[config.mk]
export PLATFORM = sky130hd
export DESIGN_NAME = shell_command_line_lexer
export DESIGN_NICKNAME = d
export VERILOG_FILES = /design/src/hdl/sclx_pkg.sv /design/src/hdl/shell_command_line_lexer.sv
export SDC_FILE = /design/constraint.sdc
export NUM_CORES = 1
export LEC_CHECK = 0
export BUFFER_PORTS_ARGS = -buffer_cell sky130_fd_sc_hd__buf_2
export CORE_MARGIN = 3
export CORE_UTILIZATION = 35
export DETAILED_ROUTE_END_ITERATION = 7
export PLACE_DENSITY_LB_ADDON = 0.15
export SYNTH_ARGS = -nofsm -noshare
export SYNTH_HDL_FRONTEND = slang
export SYNTH_SLANG_ARGS = --single-unit
export TNS_END_PERCENT = 20
[constraint.sdc]
create_clock -name clk -period 22.7 [get_ports clk]
set_clock_uncertainty 0.15 [all_clocks]
set_input_delay 1.135 -clock clk [delete_from_list [all_inputs] [get_ports clk]]
set_output_delay 1.135 -clock clk [all_outputs]
set_load 0.01 [all_outputs]
[src/hdl/sclx_pkg.sv]
package sclx_pkg;

  // one byte of the command line, or the end marker
  typedef struct packed {
    logic [7:0] ch;
    logic       is_end;
  } sclx_in_t;

  // one result record
  typedef struct packed {
    logic [1:0] record_type;
    logic [7:0] buf_index;
    logic [7:0] buf_byte;
    logic [2:0] token_kind;
    logic [5:0] token_index;
    logic [7:0] token_start;
    logic [2:0] status;
    logic [6:0] token_count;
    logic       last;
  } sclx_out_t;

  typedef enum logic [2:0] {
    PH_START,
    PH_GAP,
    PH_WORD,
    PH_QUOTE,
    PH_PIPE,
    PH_GT,
    PH_COMMENT,
    PH_ERROR
  } sclx_phase_t;

  localparam logic [1:0] REC_BYTE   = 2'd0;
  localparam logic [1:0] REC_TOKEN  = 2'd1;
  localparam logic [1:0] REC_STATUS = 2'd2;

  localparam logic [2:0] KIND_WORD   = 3'd0;
  localparam logic [2:0] KIND_PIPE   = 3'd1;
  localparam logic [2:0] KIND_IN     = 3'd2;
  localparam logic [2:0] KIND_OUT    = 3'd3;
  localparam logic [2:0] KIND_APPEND = 3'd4;

  localparam logic [2:0] ST_OK          = 3'd0;
  localparam logic [2:0] ST_EMPTY       = 3'd1;
  localparam logic [2:0] ST_UNSUPPORTED = 3'd2;
  localparam logic [2:0] ST_TOO_MANY    = 3'd3;
  localparam logic [2:0] ST_TOO_LONG    = 3'd4;

  localparam logic [7:0] CH_NUL    = 8'h00;
  localparam logic [7:0] CH_TAB    = 8'h09;
  localparam logic [7:0] CH_SPACE  = 8'h20;
  localparam logic [7:0] CH_DQUOTE = 8'h22;
  localparam logic [7:0] CH_HASH   = 8'h23;
  localparam logic [7:0] CH_DOLLAR = 8'h24;
  localparam logic [7:0] CH_AMP    = 8'h26;
  localparam logic [7:0] CH_QUOTE  = 8'h27;
  localparam logic [7:0] CH_STAR   = 8'h2A;
  localparam logic [7:0] CH_SEMI   = 8'h3B;
  localparam logic [7:0] CH_LT     = 8'h3C;
  localparam logic [7:0] CH_GT     = 8'h3E;
  localparam logic [7:0] CH_QMARK  = 8'h3F;
  localparam logic [7:0] CH_LBRACK = 8'h5B;
  localparam logic [7:0] CH_BSLASH = 8'h5C;
  localparam logic [7:0] CH_RBRACK = 8'h5D;
  localparam logic [7:0] CH_PIPE   = 8'h7C;

endpackage

[src/hdl/shell_command_line_lexer.sv]
// datapath: an accepted transaction is held in the input register, then lexed into the
//   three-entry result queue once the queue is empty or drains its last record
// throughput: one byte per cycle while each byte yields at most one record and out_stall is low;
//   a byte yielding several records holds the next byte stalled while they drain
// reset: synchronous active-low rst_n returns the lexer to line start, with empty buffer,
//   no tokens, no pending error, and empties the input and result stages
module shell_command_line_lexer #(
  parameter int LINE_CAPACITY = 256,
  parameter int TOKEN_SLOTS   = 64,
  parameter int WORD_LIMIT    = 128
) (
  input  logic                clk,
  input  logic                rst_n,
  input  logic                in_valid,
  output logic                in_stall,
  input  sclx_pkg::sclx_in_t  in_data,
  output logic                out_valid,
  input  logic                out_stall,
  output sclx_pkg::sclx_out_t out_data
);
  import sclx_pkg::*;

  localparam int POS_W = $clog2(LINE_CAPACITY);
  localparam int WL_W  = $clog2(WORD_LIMIT + 1);
  localparam int TK_W  = $clog2(TOKEN_SLOTS + 1);

  localparam logic [POS_W-1:0] POS_LAST  = POS_W'(LINE_CAPACITY - 1);
  localparam logic [WL_W-1:0]  WL_FULL   = WL_W'(WORD_LIMIT);
  localparam logic [TK_W-1:0]  TK_FULL   = TK_W'(TOKEN_SLOTS);

  // record builders, fields masked to their output widths
  function automatic sclx_out_t mk_byte(logic [POS_W-1:0] idx, logic [7:0] b);
    sclx_out_t r;
    r             = '0;
    r.record_type = REC_BYTE;
    r.buf_index   = 8'(idx);
    r.buf_byte    = b;
    return r;
  endfunction

  function automatic sclx_out_t mk_tok(logic [2:0] kind, logic [TK_W-1:0] idx,
                                       logic [POS_W-1:0] start);
    sclx_out_t r;
    r             = '0;
    r.record_type = REC_TOKEN;
    r.token_kind  = kind;
    r.token_index = 6'(idx);
    r.token_start = 8'(start);
    return r;
  endfunction

  function automatic sclx_out_t mk_stat(logic [2:0] st, logic [TK_W-1:0] cnt);
    sclx_out_t r;
    r             = '0;
    r.record_type = REC_STATUS;
    r.status      = st;
    r.token_count = 7'(cnt);
    return r;
  endfunction

  // input stage
  logic      inv_r;
  sclx_in_t  in_r;

  // line state
  sclx_phase_t      phase_r;
  logic [POS_W-1:0] bpos_r;
  logic [WL_W-1:0]  wlen_r;
  logic [POS_W-1:0] wstart_r;
  logic [TK_W-1:0]  tok_r;
  logic [2:0]       err_r;

  // result queue, head at entry 0
  sclx_out_t  q_r [3];
  logic [1:0] qcnt_r;

  // next-state values from the single pass
  sclx_phase_t      phase_nxt;
  logic [POS_W-1:0] bpos_nxt;
  logic [WL_W-1:0]  wlen_nxt;
  logic [POS_W-1:0] wstart_nxt;
  logic [TK_W-1:0]  tok_nxt;
  logic [2:0]       err_nxt;
  sclx_out_t        res [3];
  logic [1:0]       res_n;

  logic out_take;
  logic q_free;
  logic proc;
  logic in_take;

  // handshake: the held byte is lexed once the queue empties, or drains its last entry
  assign out_valid = (qcnt_r != 2'd0);
  assign out_data  = q_r[0];
  assign out_take  = out_valid && !out_stall;
  assign q_free    = (qcnt_r == 2'd0) || ((qcnt_r == 2'd1) && out_take);
  assign proc      = inv_r && q_free;
  assign in_stall  = inv_r && !q_free;
  assign in_take   = in_valid && !in_stall;

  // one pass of the lexer over the held transaction
  always_comb begin
    logic [7:0] c;
    logic       is_sep;
    logic       is_rej;
    logic       fin;
    logic       psh;
    logic [2:0] pkind;
    logic       gap;
    logic       disp;
    logic       wb;
    logic       wchk;
    logic       f2;
    logic [2:0] st;

    c          = in_r.ch;
    is_sep     = (c inside {CH_SPACE, CH_TAB});
    is_rej     = (c inside {CH_DQUOTE, CH_BSLASH, CH_DOLLAR, CH_STAR, CH_QMARK,
                            CH_LBRACK, CH_RBRACK, CH_SEMI, CH_AMP});
    phase_nxt  = phase_r;
    bpos_nxt   = bpos_r;
    wlen_nxt   = wlen_r;
    wstart_nxt = wstart_r;
    tok_nxt    = tok_r;
    err_nxt    = err_r;
    res[0]     = '0;
    res[1]     = '0;
    res[2]     = '0;
    res_n      = 2'd0;
    fin        = 1'b0;
    psh        = 1'b0;
    pkind      = KIND_WORD;
    gap        = 1'b0;
    disp       = 1'b0;
    wb         = 1'b0;
    wchk       = 1'b0;
    f2         = 1'b0;
    st         = ST_OK;

    // what the current phase does with this byte or with the end marker
    if (in_r.is_end) begin
      case (phase_r)
        PH_WORD:  fin = 1'b1;
        PH_QUOTE: f2 = 1'b1;
        PH_PIPE: begin
          psh   = 1'b1;
          pkind = KIND_PIPE;
        end
        PH_GT: begin
          psh   = 1'b1;
          pkind = KIND_OUT;
        end
        default: ;
      endcase
    end else if (c != CH_NUL) begin
      case (phase_r)
        PH_START, PH_GAP: disp = 1'b1;
        PH_WORD: begin
          if (is_sep || (c inside {CH_PIPE, CH_LT, CH_GT, CH_QUOTE})) begin
            fin  = 1'b1;
            gap  = 1'b1;
            disp = 1'b1;
          end else begin
            wb   = 1'b1;
            wchk = 1'b1;
          end
        end
        PH_QUOTE: begin
          if (c == CH_QUOTE) begin
            fin = 1'b1;
            gap = 1'b1;
          end else begin
            wb = 1'b1;
          end
        end
        PH_PIPE: begin
          if (c == CH_PIPE) begin
            f2 = 1'b1;
          end else begin
            psh   = 1'b1;
            pkind = KIND_PIPE;
            gap   = 1'b1;
            disp  = 1'b1;
          end
        end
        PH_GT: begin
          psh  = 1'b1;
          gap  = 1'b1;
          if (c == CH_GT) begin
            pkind = KIND_APPEND;
          end else begin
            pkind = KIND_OUT;
            disp  = 1'b1;
          end
        end
        default: ;
      endcase
    end

    // '||' and an unclosed quote
    if (f2) begin
      phase_nxt = PH_ERROR;
      err_nxt   = ST_UNSUPPORTED;
    end

    // close a word with its terminator
    if (fin) begin
      if (bpos_nxt == POS_LAST) begin
        phase_nxt = PH_ERROR;
        err_nxt   = ST_TOO_LONG;
      end else begin
        res[res_n] = mk_byte(bpos_nxt, CH_NUL);
        res_n      = res_n + 2'd1;
        bpos_nxt   = bpos_nxt + POS_W'(1);
      end
    end

    // word record after the terminator, or a pending operator record
    if ((fin || psh) && (phase_nxt != PH_ERROR)) begin
      if (tok_nxt == TK_FULL) begin
        phase_nxt = PH_ERROR;
        err_nxt   = ST_TOO_MANY;
      end else begin
        res[res_n] = mk_tok(fin ? KIND_WORD : pkind, tok_nxt,
                            fin ? wstart_nxt : '0);
        res_n      = res_n + 2'd1;
        tok_nxt    = tok_nxt + TK_W'(1);
      end
    end

    if (gap && (phase_nxt != PH_ERROR)) phase_nxt = PH_GAP;

    // byte at a point where a new token may begin
    if (disp && (phase_nxt != PH_ERROR) && !is_sep) begin
      if ((phase_nxt == PH_START) && (c == CH_HASH)) begin
        phase_nxt = PH_COMMENT;
      end else if (c == CH_PIPE) begin
        phase_nxt = PH_PIPE;
      end else if (c == CH_GT) begin
        phase_nxt = PH_GT;
      end else if (c == CH_LT) begin
        if (tok_nxt == TK_FULL) begin
          phase_nxt = PH_ERROR;
          err_nxt   = ST_TOO_MANY;
        end else begin
          res[res_n] = mk_tok(KIND_IN, tok_nxt, '0);
          res_n      = res_n + 2'd1;
          tok_nxt    = tok_nxt + TK_W'(1);
          phase_nxt  = PH_GAP;
        end
      end else begin
        wstart_nxt = bpos_nxt;
        wlen_nxt   = '0;
        if (c == CH_QUOTE) begin
          phase_nxt = PH_QUOTE;
        end else begin
          phase_nxt = PH_WORD;
          wb        = 1'b1;
          wchk      = 1'b1;
        end
      end
    end

    // store one word byte, quoted bytes skip the rejected-set check
    if (wb && (phase_nxt != PH_ERROR)) begin
      if (wchk && is_rej) begin
        phase_nxt = PH_ERROR;
        err_nxt   = ST_UNSUPPORTED;
      end else if ((bpos_nxt == POS_LAST) || (wlen_nxt == WL_FULL)) begin
        phase_nxt = PH_ERROR;
        err_nxt   = ST_TOO_LONG;
      end else begin
        res[res_n] = mk_byte(bpos_nxt, c);
        res_n      = res_n + 2'd1;
        bpos_nxt   = bpos_nxt + POS_W'(1);
        wlen_nxt   = wlen_nxt + WL_W'(1);
      end
    end

    // end of line: report status, then back to line start
    if (in_r.is_end) begin
      if (phase_nxt == PH_ERROR) begin
        st = err_nxt;
      end else if (phase_nxt == PH_COMMENT) begin
        st = ST_EMPTY;
      end else begin
        st = (tok_nxt != '0) ? ST_OK : ST_EMPTY;
      end
      res[res_n] = mk_stat(st, (phase_nxt == PH_COMMENT) ? '0 : tok_nxt);
      res_n      = res_n + 2'd1;
      phase_nxt  = PH_START;
      bpos_nxt   = '0;
      wlen_nxt   = '0;
      wstart_nxt = '0;
      tok_nxt    = '0;
      err_nxt    = ST_OK;
    end

    // mark the final record of this transaction
    for (int i = 0; i < 3; i++) begin
      if ((res_n != 2'd0) && (2'(i) == (res_n - 2'd1))) res[i].last = 1'b1;
    end
  end

  // input register
  always_ff @(posedge clk) begin
    if (!rst_n) begin
      inv_r <= 1'b0;
    end else if (in_take) begin
      inv_r <= 1'b1;
    end else if (proc) begin
      inv_r <= 1'b0;
    end
  end

  always_ff @(posedge clk) begin
    if (in_take) in_r <= in_data;
  end

  // line state, updated once per lexed transaction
  always_ff @(posedge clk) begin
    if (!rst_n) begin
      phase_r  <= PH_START;
      bpos_r   <= '0;
      wlen_r   <= '0;
      wstart_r <= '0;
      tok_r    <= '0;
      err_r    <= ST_OK;
    end else if (proc) begin
      phase_r  <= phase_nxt;
      bpos_r   <= bpos_nxt;
      wlen_r   <= wlen_nxt;
      wstart_r <= wstart_nxt;
      tok_r    <= tok_nxt;
      err_r    <= err_nxt;
    end
  end

  // result queue: loaded whole, shifted toward the head as records leave
  always_ff @(posedge clk) begin
    if (!rst_n) begin
      qcnt_r <= 2'd0;
    end else if (proc) begin
      qcnt_r <= res_n;
    end else if (out_take) begin
      qcnt_r <= qcnt_r - 2'd1;
    end
  end

  always_ff @(posedge clk) begin
    if (proc) begin
      q_r[0] <= res[0];
      q_r[1] <= res[1];
      q_r[2] <= res[2];
    end else if (out_take) begin
      q_r[0] <= q_r[1];
      q_r[1] <= q_r[2];
    end
  end

`ifndef SYNTHESIS
  a_last_at_tail: assert property (@(posedge clk) disable iff (!rst_n)
    (qcnt_r != 2'd0) |-> (q_r[0].last == (qcnt_r == 2'd1)))
    else $error("last flag does not mark the final queued record");

  a_tok_bound: assert property (@(posedge clk) disable iff (!rst_n)
    tok_r <= TK_FULL)
    else $error("token count beyond slot limit");

  a_wlen_bound: assert property (@(posedge clk) disable iff (!rst_n)
    wlen_r <= WL_FULL)
    else $error("word length beyond limit");

  a_pos_bound: assert property (@(posedge clk) disable iff (!rst_n)
    bpos_r <= POS_LAST)
    else $error("buffer position beyond capacity");

  a_end_clears: assert property (@(posedge clk) disable iff (!rst_n)
    (proc && in_r.is_end) |=> ((phase_r == PH_START) && (tok_r == '0) && (bpos_r == '0)))
    else $error("end of line did not return to line start");
`endif

endmodule
==> results.md, run 1 <==
- The first global-routing pass estimated 43.6 mm of wire.
- The Yosys step of the flow raised 0 warnings.
- The synthesized design contains 136 enable-type register cells.
- The initial cell density of the core is 35.8%.
- The number of failing setup endpoints in the final timing report is 0.
- The multiplexer fraction of the synthesized cell area is 0.910%.
- After clock tree synthesis, the flow added hold-fix buffers numbering 0.
- The hold violation total from the final report is 0.
- The detailed router finished its first iteration with 718 violations.
- The number of pins with negative max-slew slack in the final report came to 0.
- The worst-skew pair later-pin latency is 0.44 ns.
- The detailed-route wire length per cell is 20.3 µm.
- The number of levels in the clock H-tree is 4.
- The longest clock path from root to sink contains 2 buffers.
- Prior to clock tree synthesis, the placed netlist has a worst setup slack of 15.88 ns.
- The dominant register cell in the synthesized netlist is edfxtp_1.
- For this design the ratio of total power to cell area is 85.1 nW/µm².
- From bottom edge to top edge, the die measures 175 µm.
- The CTS sink count is 176.
- The final layout net count is 1,025.
- The number of port buffers is 60.
- The total global routing overflow is 0.
- In this run the mean area of a mapped cell was 10.0 µm².
- In this design, the largest share of critical-path delay is due to compound AO/OA/AOI/OAI gates.
- The number of global-route vias before repair came to 7,259.
- The critical path start-end classification is reg -> reg.
- Global routing used 18.2% of the available tracks across all layers.
- The summed instance area of the synthesized netlist is 10,000 µm².
- By area the synthesized netlist is led by edfxtp_1 (41%), dfxtp_1 (8.0%), nand2_1 (4.2%).
- The critical path required time is 22.85 ns.
- The TritonCTS clock tree is done.
- For this run, the slowest stage of the critical path takes 0.82 ns.
- The worst setup slack after layout is 15.69 ns.
- The register area is 4880 µm².
- The number of different library cells used by synthesis comes to 91.
- The pre-antenna-repair detailed-routing pass consisted of 5 iterations.
- Of the total synthesized cell area, the portion taken by XOR and XNOR cells is 2.52%.
- Dividing the final minimum period by the clock period gives 30.9%.
- After detailed routing, the number of remaining DRC violations is 0.
- After legalization and detailed placement, the total HPWL measured 19.3 mm.
- Setup repair after global routing left no endpoint under its margin.
- After synthesis, the largest family of logic cells by area is compound AO/OA/AOI/OAI gates.
- Ranked by instance count, the synthesized netlist is headed by edfxtp_1 (136), nand2_1 (113), o21ai_0 (67).
- In this run the post-CTS setup repair buffer count came out at 0.
- The worst hold margin is 0.340 ns.
- For the pin with the worst max-slew slack, the measured transition is 1.01 ns.
- The buffering stage count on the worst path with inverters included is 3.
- For this design, the slowest cell found on the critical path is a21oi_1.
- The gate count after technology mapping is 999.
- The horizontal extent of the die is 175 µm.
- The largest fanout on the critical path is 16.
- The share of synthesized area occupied by flip-flops and latches is 48.7%.
- Across the run, the number of max-cap violations was 0.
- The leading cell type by number of instances after synthesis is edfxtp_1.
- The post-cts resize count is 0.
- The leakage power is 0.00392 µW.
- The min-delay analysis places its worst path in the category reg -> reg.
- In the routed layout, each cell is associated on average with a via count of 5.54.
- The overall via count from detail_route is 7,636.
- The final weighted congestion in routability-driven placement is 0.933.
- Across the VDD grid, the largest voltage drop is 0.0562 mV.
- The layout has 2,767 filler cells.
- The cell accounting for the most synthesized area is edfxtp_1.
- Compared with the post-synthesis result, the final layout area differs by 8.28%.
- The total I/O pin count is 61.
- The initial antenna violation count was 0.
- The synthesized design contains 176 register bits.
- The critical path startpoint category is a flop.
- The post-CTS clock slew at the launch and capture registers of the worst setup and hold paths is 0.08 ns.
- The aggregate negative setup slack is 0 ns.
- The critical path goes through nor4_2 > a21oi_1 > o211a_1 > a21boi_1 > a21oi_1 > buf_4 > nand2_1 > xnor2_1 > ha_1 > a21boi_0 > and4_1 > nor2_2 > xnor2_2 > inv_1 > ha_1 > mux2i_1 > inv_1 > ha_1 > nand2_1 > nand2_1 > a21oi_2 > a32o_1.
- The adder-cell share of the synthesized area is 3.12%.
- The area of combinational cells with multiple inputs is 4440 µm².
- The number of buffers created by CTS is 17.
- The final critical-path required period is 7.01 ns.
- The pin count of the biggest net entering global routing is 78.
- 0 antenna diodes ended up in the layout.
- The die area is 30,700 µm².
- Counting flops with an async set or reset pin after synthesis yields a share of 0%.
- In the final layout, the share of cells above drive strength 1 is 13.3%.
- STA classifies the critical path endpoint as a flop.
- Summing the areas of all compound-gate instances in the mapped netlist gives 19.3% of the synthesized area.
- The number of placement rows is 61.
- In this run the biggest area consumer among cell types represents 40.7% of the synthesized area.
- The achievable frequency is 143 MHz.
- The core box area is 28,000 µm².
- Measured against its own limit, the worst slew margin works out to 32.4%.
- The detail route stage leaves a number of antenna-violating nets equal to 0.
- The flow ran to the end, and the final reports show no timing, DRC or antenna violations.
- The simple-gate share of the synthesized area is 18.2%.
- The total detailed-routing wirelength is 28.0 mm.
- The cell sitting at the root of the clock tree is a clkbuf_16.
- The arrival time reported for the critical path endpoint is 7.15 ns.
power by group:
part / internal (µW) / switching [µW] / total (µW)
registers: 424 / 18.2 / 442
logic: 56.5 / 136 / 193
clock network: 145 / 145 / 290
total: 625 / 299 / 925
path summary, 6_finish.rpt:
check | to | start | depth (start not counted) | slack [ns]
hold reg to reg | wlen_r[7]$_SDFFE_PN0P_ | wlen_r[7]$_SDFFE_PN0P_ | 1 | 0.34
hold / removal | wlen_r[7]$_SDFFE_PN0P_ | wlen_r[7]$_SDFFE_PN0P_ | 1 | 0.34
setup / recovery | q_r[0][90]$_DFFE_PP_ | in_r[1]$_DFFE_PP_ | 22 | 15.69
setup reg to reg | q_r[0][90]$_DFFE_PP_ | in_r[1]$_DFFE_PP_ | 22 | 15.69
kinds of logic (layout without fill, tap and decap cells):
| group | after synthesis | count (layout) |
|---|---|---|
| xor gates and xnor gates | 25 | 25 |
| and+or+nand+nor | 355 | 355 |
| DFF | 176 | 176 |
| other | 1 | 2 |
| buffers and inverters | 136 | 136 |
| adders and majority gates | 25 | 25 |
| AOI/OAI and AO/OA | 272 | 272 |
| muxes | 9 | 9 |
cell usage in the layout, fill, tap and decap left out, types with 7 or more instances in the layout:
| master | count |
|---|---|
| a21oi_1 | 28 |
| a22o_1 | 34 |
| a22oi_1 | 20 |
| a41oi_1 | 7 |
| and2_1 | 17 |
| and3_1 | 35 |
| buf_2 | 60 |
| buf_4 | 9 |
| clkbuf_16 | 17 |
| dfxtp_1 | 40 |
| edfxtp_1 | 136 |
| ha_1 | 25 |
| inv_1 | 34 |
| mux2i_1 | 8 |
| nand2_1 | 113 |
| nand3_1 | 31 |
| nand4_1 | 9 |
| nor2_1 | 65 |
| nor2b_1 | 21 |
| nor3_1 | 12 |
| o211ai_1 | 8 |
| o21ai_0 | 66 |
| o21ai_1 | 11 |
| o31ai_1 | 17 |
| xnor2_1 | 16 |
flip-flops by register name, summed over array words and instances, names as in the netlist:
register  count
bpos_r        8
err_r         3
in_r          9
inv_r         1
phase_r       3
q_r         127
qcnt_r        2
tok_r         7
wlen_r        8
wstart_r      8
metrics by stage:
stage | instances | total power (µW) | instance area [µm²] | util (%)
after detailed placement | 1346 | 647 | 10300 | 36.8
after global placement | 1346 | 646 | 10300 | 36.8
after floorplan | 1000 | 613 | 10000 | -
after global routing | 1378 | 970 | 10900 | 38.8
after CTS | 1378 | 937 | 10900 | 38.8
final | 1378 | 925 | 10900 | 38.8
layer usage:
layer	wire length (µm)	GRT usage (%)
met4	447	5.42
met5	0	0
met3	1240	2.53
met2	13200	29.8
met1	13100	25.3
cell type report:
| class | count | area share (%) |
|---|---|---|
| Timing Repair Buffer | 69 | 3.39 |
| Inverter | 35 | 1.21 |
| Clock buffer | 18 | 3.95 |
| Clock inverter | 14 | 1.23 |
| Tap cell | 378 | 4.35 |
| Sequential cell | 176 | 45.0 |
| Multi-Input combinational cell | 688 | 40.9 |
Note: power is estimated with default switching activity, not from simulation.
==> run 2, diff against run 1 <==
--- a/config.mk
+++ b/config.mk
@@ -5,6 +5,7 @@
 export SDC_FILE = /design/constraint.sdc
 export NUM_CORES = 1
 export LEC_CHECK = 0
+export ABC_AREA = 1
 export BUFFER_PORTS_ARGS = -buffer_cell sky130_fd_sc_hd__buf_2
 export CORE_MARGIN = 3
 export CORE_UTILIZATION = 35
==> constraint.sdc (replaced) <==
create_clock -name clk -period 6.4 [get_ports clk]
set_clock_uncertainty 0.15 [all_clocks]
set_input_delay 0.32 -clock clk [delete_from_list [all_inputs] [get_ports clk]]
set_output_delay 0.32 -clock clk [all_outputs]
set_load 0.01 [all_outputs]
==> run 2 against run 1 <==
Sequential share of layout area down 1.0 points. Non-clock buffer count up 22. Register-to-register slack worse by 15 ns. Routed wire length down 4.4%. Sequential power rose to 3.5 times the previous value. Global-route usage down 0.37 points.
==> results.md, run 2 <==
- The number of port buffers is 60.
- STA puts the critical path data arrival time at 5.92 ns.
- The library cell used as clock root buffer is clkbuf_16.
- TritonCTS created 17 clock buffers.
- Yosys mapped the design onto 52 distinct sky130hd cell types.
- The final weighted congestion in routability-driven placement is 0.930.
- The overall via count from detail_route is 7,918.
- The number of antenna diodes is 0.
- The register with the most flip-flops in the layout has 127 of them.
- The total global routing overflow is 0.
- For this configuration, the core starts out at a cell density of 35.6%.
- The non-filler instance count after layout is 1,623.
- For this design the ratio of total power to cell area is 302 nW/µm².
- The critical path startpoint category is a flop.
- The post-CTS clock slew at the launch and capture registers of the worst setup and hold paths is 0.07 ns.
- By instance count, the cell type seen most on the critical path is nand2_1.
- After synthesis, flip-flops and latches occupy 49.1% of the total area.
- The critical path start-end classification is reg -> reg.
- Summing all non-filler instances in the final layout gives an area of 11,100 µm².
- Setup total negative slack on the finished layout was measured at 0 ns.
- Yosys instantiated no cell more often than nand2_1.
- The fraction of post-synthesis cell area in the top cell type by area is 41.0%.
- The net count of the finished layout is 1,270.
- The leading cell type in the layout, fill and taps excluded is nand2_1.
- The fraction of registers with async set or reset after synthesis is 0%.
- In the final layout, the registers with the most flip-flops are q_r: 127 flops, in_r: 9 flops.
- The analysis attributes to cell leakage a power of 0.00446 µW.
- The initial antenna violation count is 0.
- After synthesis the netlist holds a flip-flop and latch count of 176.
- The largest total area in the synthesized netlist belongs to edfxtp_1.
- The final critical-path required period is 5.81 ns.
- In this run the worst path has a maximum fanout of 16.
- The post-DP HPWL is 19.3 mm.
- The proportion of layout cells with a drive suffix above 1 is 14.0%.
- The relative area change from synthesis to final layout is 11.7%.
- The critical path's largest stage delay is 0.43 ns.
- At the pin with the least slew margin, the transition time is 1.13 ns.
- Leaving out fill and tap cells, the most frequent cells in the layout are nand2_1 (289), inv_1 (140), edfxtp_1 (136).
- The number of levels in the clock H-tree is 4.
- The first global-routing pass estimated 43.0 mm of wire.
- For the worst-skew pair, the clock arrives at the later sink with an insertion delay of 0.44 ns.
- Setup violations remaining at the end of the flow were counted as 0.
- Using the TritonRoute via totals, the vias-per-cell ratio works out to 4.88.
- In this run, placement finished with an instance count of 1,581.
- The gate count after technology mapping is 1,200.
- In this run the remaining antenna-violating nets after routing total 0.
- The flow ran to the end, and the final reports show no timing, DRC or antenna violations.
- The dominant register cell in the synthesized netlist is edfxtp_1.
- After the first detailed-routing iteration, the DRC count stood at 502.
- The floorplan step defined a die boundary enclosing 30,500 µm².
- The critical path required time is 6.51 ns.
- Before CTS, the worst setup slack after placement is 0.287 ns.
- The register ranked first by flip-flop count is q_r.
- The horizontal extent of the die is 175 µm.
- The CTS sink count is 176.
- TritonCTS built the clock tree.
- The number of enable flip-flop cells after synthesis is 136.
- The worst path meets setup with 0.586 ns of slack.
- The first-pass iteration count of the detailed router is 5.
- In the routed design, unresolved DRC markers number 0.
- The floorplan step defined a core boundary enclosing 27,900 µm².
- During synthesis, Yosys emitted a total of 0 warnings.
- Measured against its own limit, the worst slew margin works out to 24.4%.
- The longest clock path from root to sink contains 2 buffers.
- The detailed-route wire length per cell is 16.5 µm.
- The flop-to-flop setup slack is 0.59 ns.
- The all-layer global routing usage is 17.9%.
- The worst voltage drop across the vdd grid is 0.172 mV.
- The library cell contributing the largest single delay on the critical path is edfxtp_1.
- The path class of the tightest hold or removal check is in -> reg.
- The number of global-route vias before repair is 7,798.
- The post-synthesis average cell area is 8.29 µm².
- STA classifies the critical path endpoint as a flop.
- The hold violation total from the final report is 0.
- The max capacitance violation total is 0.
- The share of the clock period used by the worst path is 90.8%.
- The summed instance area of the synthesized netlist is 9950 µm².
- Setup repair after global routing left no endpoint under its margin.
- The die is 175 µm tall.
- Sorting the synthesized cells by how often they occur yields nand2_1 (289), inv_1 (141), edfxtp_1 (136).
- In the post-synthesis netlist, the biggest area contributors are edfxtp_1 (41%), nand2_1 (11%), dfxtp_1 (8.0%).
- The total I/O pin count is 61.
- The achievable frequency is 172 MHz.
- The floorplan has 61 rows.
- The total cell area at the placement stage is 10,400 µm².
- The number of pins with negative max-slew slack in the final report is 0.
- The total detailed-routing wirelength is 26.7 mm.
- Entering global routing, the biggest net connects 78 pins.
[run 2: cell types whose count changed in the layout (fill, tap and decap cells not counted), sizes merged, moves of 20 or more]
| cell | before | now |
|---|---|---|
| o21ai | 80 | 101 |
| a22o | 34 | 1 |
| a21oi | 31 | 65 |
| nor2 | 68 | 143 |
| a22oi | 20 | 0 |
| and3 | 35 | 0 |
| nor2b | 21 | 0 |
| nand2 | 114 | 309 |
| inv | 39 | 150 |
| nand3 | 32 | 65 |
[run 2: routing by layer]
metal | vias to the layer above | share of wire, % | track usage [%]
met1 | 3774 | 45 | 22.9
met3 | 23 | 2.9 | 2.39
met2 | 137 | 51 | 31.8
met4 | 0 | 1.3 | 4.69
li1 | 3984 | - | -
met5 | - | 0 | 0
[run 2: worst max-delay path: cells and delay by family (launching register included)]
kind | cells | cell delay, ns
AND/OR/NAND/NOR | 17 | 1.78
AO/OA/AOI/OAI | 4 | 1.17
buffers and inverters | 6 | 0.88
adder cells (fa/ha/maj) | 3 | 0.76
flip-flops | 1 | 0.43
XOR/XNOR | 1 | 0.41
[run 2: worst paths after layout]
| path | from | to | cells after the start |
|---|---|---|---|
| worst max register to register | in_r[6]$_DFFE_PP_ | q_r[0][35]$_DFFE_PP_ | 31 |
| worst min register to register | wstart_r[7]$_SDFFE_PN0P_ | wstart_r[7]$_SDFFE_PN0P_ | 2 |
| worst max-delay path | in_r[6]$_DFFE_PP_ | q_r[0][35]$_DFFE_PP_ | 31 |
| worst min-delay path | in_valid | inv_r$_SDFFE_PN0P_ | 3 |
[run 2: metrics by stage]
| step | hold slack, ns | utilization [%] | total power, µW |
|---|---|---|---|
| after floorplan | 0.269 | - | 2150 |
| after global placement | 0.305 | 37.2 | 2310 |
| after detailed placement | 0.305 | 37.2 | 2310 |
| after CTS | 0.140 | 39.7 | 3410 |
| after global routing | 0.144 | 39.8 | 3540 |
| final | 0.129 | 39.8 | 3360 |
[run 2: power breakdown]
part	total (µW)	switching (µW)	internal [µW]	leakage (µW)
clock network	1080	484	596	0.000284
registers	1550	58.2	1490	0.00164
logic	727	527	200	0.00253
[run 2: repair_timing]
action,CTS,global route
setup buffers,0,1
endpoints found under the hold margin,9,0
setup endpoints to repair,0,47
hold buffers,9,0
resized for setup,0,4
[run 2: cells by family (layout without fill, tap and decap cells)]
family,Yosys count,after routing,share of synthesized area [%]
xor gates and xnor gates,12,12,1.06
buffers and inverters,228,272,10.8
and+or+nand+nor,558,558,24.3
DFF,176,176,49.1
other,1,2,0.0377
adders and majority gates,25,25,3.14
AOI/OAI and AO/OA,200,200,11.6
[run 2: layout make-up]
cell class | instances | area (µm²)
fillers | 2917 | 16800
flip-flops and latches | 176 | 4880
multi-input cells | 797 | 4040
inverters | 149 | 567
repair buffers | 91 | 556
well taps | 378 | 473
clock buffers | 20 | 447
clock inverters | 12 | 148
==> run 3, diff against run 2 <==
--- a/config.mk
+++ b/config.mk
@@ -5,7 +5,7 @@
 export SDC_FILE = /design/constraint.sdc
 export NUM_CORES = 1
 export LEC_CHECK = 0
-export ABC_AREA = 1
+export ABC_AREA = 0
 export BUFFER_PORTS_ARGS = -buffer_cell sky130_fd_sc_hd__buf_2
 export CORE_MARGIN = 3
 export CORE_UTILIZATION = 35
==> run 3 against run 2 <==
Worst hold slack better by 0.18 ns. Die area is 0.79% higher. Final cell count shrank 13%. Via count down 3.5%. First-iteration DRC count is 31% higher. Global-route usage grew 0.93 points. Fmax down 1.9%. Total power is 0.74% higher. Critical path depth shrank 10. Routed wire length is 6.3% higher. Sequential power about the same. Largest cell class unchanged. Largest power group unchanged.
==> results.md, run 3 (same netlist as run 1, synthesis figures left out) <==
- The initial antenna violation count came to 1.
- In this run the power spent charging and discharging nets is 1090 µW.
- The TritonCTS clock tree is done.
- The worst setup path endpoint is q_r[0][24]$_DFFE_PP_.
- The number of levels in the clock H-tree is 4.
- In the layout the commonest cells are edfxtp_1 (136), nand2_1 (113), o21ai_0 (66).
- The total I/O pin count is 61.
- At the pin with the least slew margin, the transition time is 1.01 ns.
- The die outline height is 175 µm.
- The routed layout has 7,637 vias.
- The layout has 2,748 filler cells.
- In the routed design, unresolved DRC markers number 0.
- The number of pins with negative max-slew slack in the final report is 0.
- The number of cells on the worst hold path is 2.
- The worst-skew pair later-pin latency is 0.44 ns.
- Of the cells placed in the final design, the portion with a size suffix greater than 1 is 15.4%.
- The sort of element at the end of the critical path is a flop.
- The number of buffers created by CTS is 17.
- The register with the most flip-flops in the final layout is q_r.
- The total global routing overflow is 0.
- For this design the static power due to leakage is 0.00411 µW.
- The first global-routing pass estimated 45.1 mm of wire.
- Input and output buffers added on the ports amount to 60.
- The hold violation total from the final report is 0.
- The worst pin sits at a relative slew slack of 32.8%.
- Using the TritonRoute via totals, the vias-per-cell ratio works out to 5.42.
- The critical path startpoint category is a flop.
- Based on the critical path, the design can be clocked at up to 169 MHz.
- The kind of path behind the tightest hold check is in -> reg.
- The final critical-path required period is 5.93 ns.
- The number of failing setup endpoints in the final timing report is 0.
- The number of DRC markers in iteration 0 is 659.
- The critical path required time is 6.55 ns.
- In this run the clock root is driven by a clkbuf_16.
- Clock-pin slew was measured on the worst setup and hold paths at 0.08 ns.
- Compared with the post-synthesis result, the final layout area differs by 11.7%.
- The worst-case setup slack after placement is 0.118 ns.
- The internal portion of the total power is 2290 µW.
- Power spread over the standard cell area amounts to 302 nW/µm².
- After legalization and detailed placement, the total HPWL measured 19.8 mm.
- In the final design database the tool counted 1,055 nets.
- The critical path start-end classification is reg -> reg.
- Per report_power, the sequential group accounts for 46.4% of the total.
- The proportion of power drawn by combinational gates is 21.3%.
- The total power of the final layout is 3380 µW.
- Entering global routing, the biggest net connects 68 pins.
- The number of global-route vias before repair is 7,612.
- The clock passes through at most 2 buffers.
- The max capacitance violation total is 0.
- In this run the remaining antenna-violating nets after routing total 0.
- The aggregate negative setup slack is 0 ns.
- Along the worst path, the maximum fanout reaches 11.
- The die covers 30,700 µm².
- At the end of routability-driven placement, the weighted congestion stood at 0.887.
- Measured along the x axis, the die boundary spans 175 µm.
- The all-layer global routing usage is 18.8%.
- In the final routed layout, each cell accounts on average for 20.2 µm.
- The share of the clock period used by the worst path is 92.6%.
- Wires add up to 28.4 mm.
- The first-pass iteration count of the detailed router is 5.
- The tightest hold path in the finished design has a slack of 0.308 ns.
- The run finished with clean final reports.
- The CTS sink count is 176.
- Setup repair after global routing left no endpoint under its margin.
- The number of flip-flops under the largest register name is 127.
- The library cell used most frequently in the layout, excluding fill and tap cells, is edfxtp_1.
- The reg-to-reg startpoint is in_r[6]$_DFFE_PP_.
- Of the total power, the clock network draws 32.3%.
- The number of placement rows is 61.
- The most critical setup path has its startpoint at in_r[6]$_DFFE_PP_.
- The number of cells on the worst reg-to-reg path is 21.
- The flop-to-flop setup slack is 0.47 ns.
- In this run the standard cell core region covers 28,000 µm².
- Setup slack closes at 0.472 ns.
- The arrival time reported for the critical path endpoint is 6.08 ns.
- The capture point of the worst reg-to-reg path is q_r[0][24]$_DFFE_PP_.
- The worst voltage drop across the vdd grid is 0.173 mV.
- The initial cell density of the core is 35.8%.
- In the final layout, the registers with the most flip-flops are q_r: 127 flops, in_r: 9 flops.
- The switching fraction of total power is 32.3%.
## run 3: cell count changes in the layout (fill, tap and decap cells not counted), sizes merged, moves of 20 or more
cell   previous run  this run
nand2           309       114
inv             150        41
nor2            143        68
and3              0        35
a21oi            65        31
a22o              1        34
nand3            65        32
nor2b             0        21
o21ai           101        80
a22oi             0        20
## run 3: timing repair
action / in CTS / in global routing
endpoints found under the setup margin: 0 / 65
hold endpoints to repair: 10 / 0
buffers inserted: 0 / 2
hold buffers: 10 / 0
gates resized for setup: 0 / 6
## run 3: metal layers
metal | wire length (µm) | track usage (%)
met4 | 467 | 4.79
met3 | 1430 | 3.50
met5 | 0 | 0
met1 | 13500 | 26.4
met2 | 13000 | 30.0
## run 3: how the worst min path moves through the flow
stage	startpoint	slack [ns]	to
floorplan	in_data[0]	0.27	in_r[0]$_DFFE_PP_
global placement	wlen_r[7]$_SDFFE_PN0P_	0.31	wlen_r[7]$_SDFFE_PN0P_
detailed placement	wlen_r[7]$_SDFFE_PN0P_	0.31	wlen_r[7]$_SDFFE_PN0P_
CTS	rst_n	0.32	inv_r$_SDFFE_PN0P_
global route	rst_n	0.32	inv_r$_SDFFE_PN0P_
finish	rst_n	0.31	inv_r$_SDFFE_PN0P_
## run 3: cell type report
cell class                 count  area (µm²)  area share, %
timing repair buffer          99         631           5.63
multi-input combinational    688        4470           39.9
clock buffer                  17         425           3.80
tap                          378         473           4.22
sequential                   176        4880           43.6
inverter                      35         131           1.17
antenna                        1        2.50         0.0223
clock inverter                15         190           1.70
## run 3: power by group through the flow
| stage | Clock (µW) | Sequential [µW] | Combinational, µW |
|---|---|---|---|
| 2_1_floorplan | 0 | 1600 | 557 |
| 3_3_place_gp | 0 | 1600 | 705 |
| 3_5_place_dp | 0 | 1600 | 704 |
| 4_1_cts | 1120 | 1580 | 711 |
| 5_1_grt | 1180 | 1590 | 795 |
| 6_report | 1090 | 1570 | 721 |
## run 3: metrics by stage
stage	cell area (µm²)	cells	util (%)
floorplan	10000	1000	-
global placement	10400	1364	37.3
detailed placement	10400	1364	37.3
CTS	11200	1406	39.8
global route	11200	1408	40.0
finish	11200	1409	40.0
## run 3: worst max-delay path: stages (launching register included)
cell       delay, ns
edfxtp_1        0.61
nand4bb_1       0.37
nor4_2          0.52
a21oi_1         0.19
o311a_1         0.39
o211ai_2        0.18
or3_1           0.42
nand2_1         0.16
ha_1            0.21
nand2_1         0.06
nor3_1          0.06
a31o_1          0.26
a31oi_4         0.22
nor3b_4         0.31
buf_4           0.24
xnor2_4         0.16
inv_1           0.10
ha_1            0.26
nand2_1         0.11
nand2_1         0.30
nor2_4          0.32
a22o_1          0.18
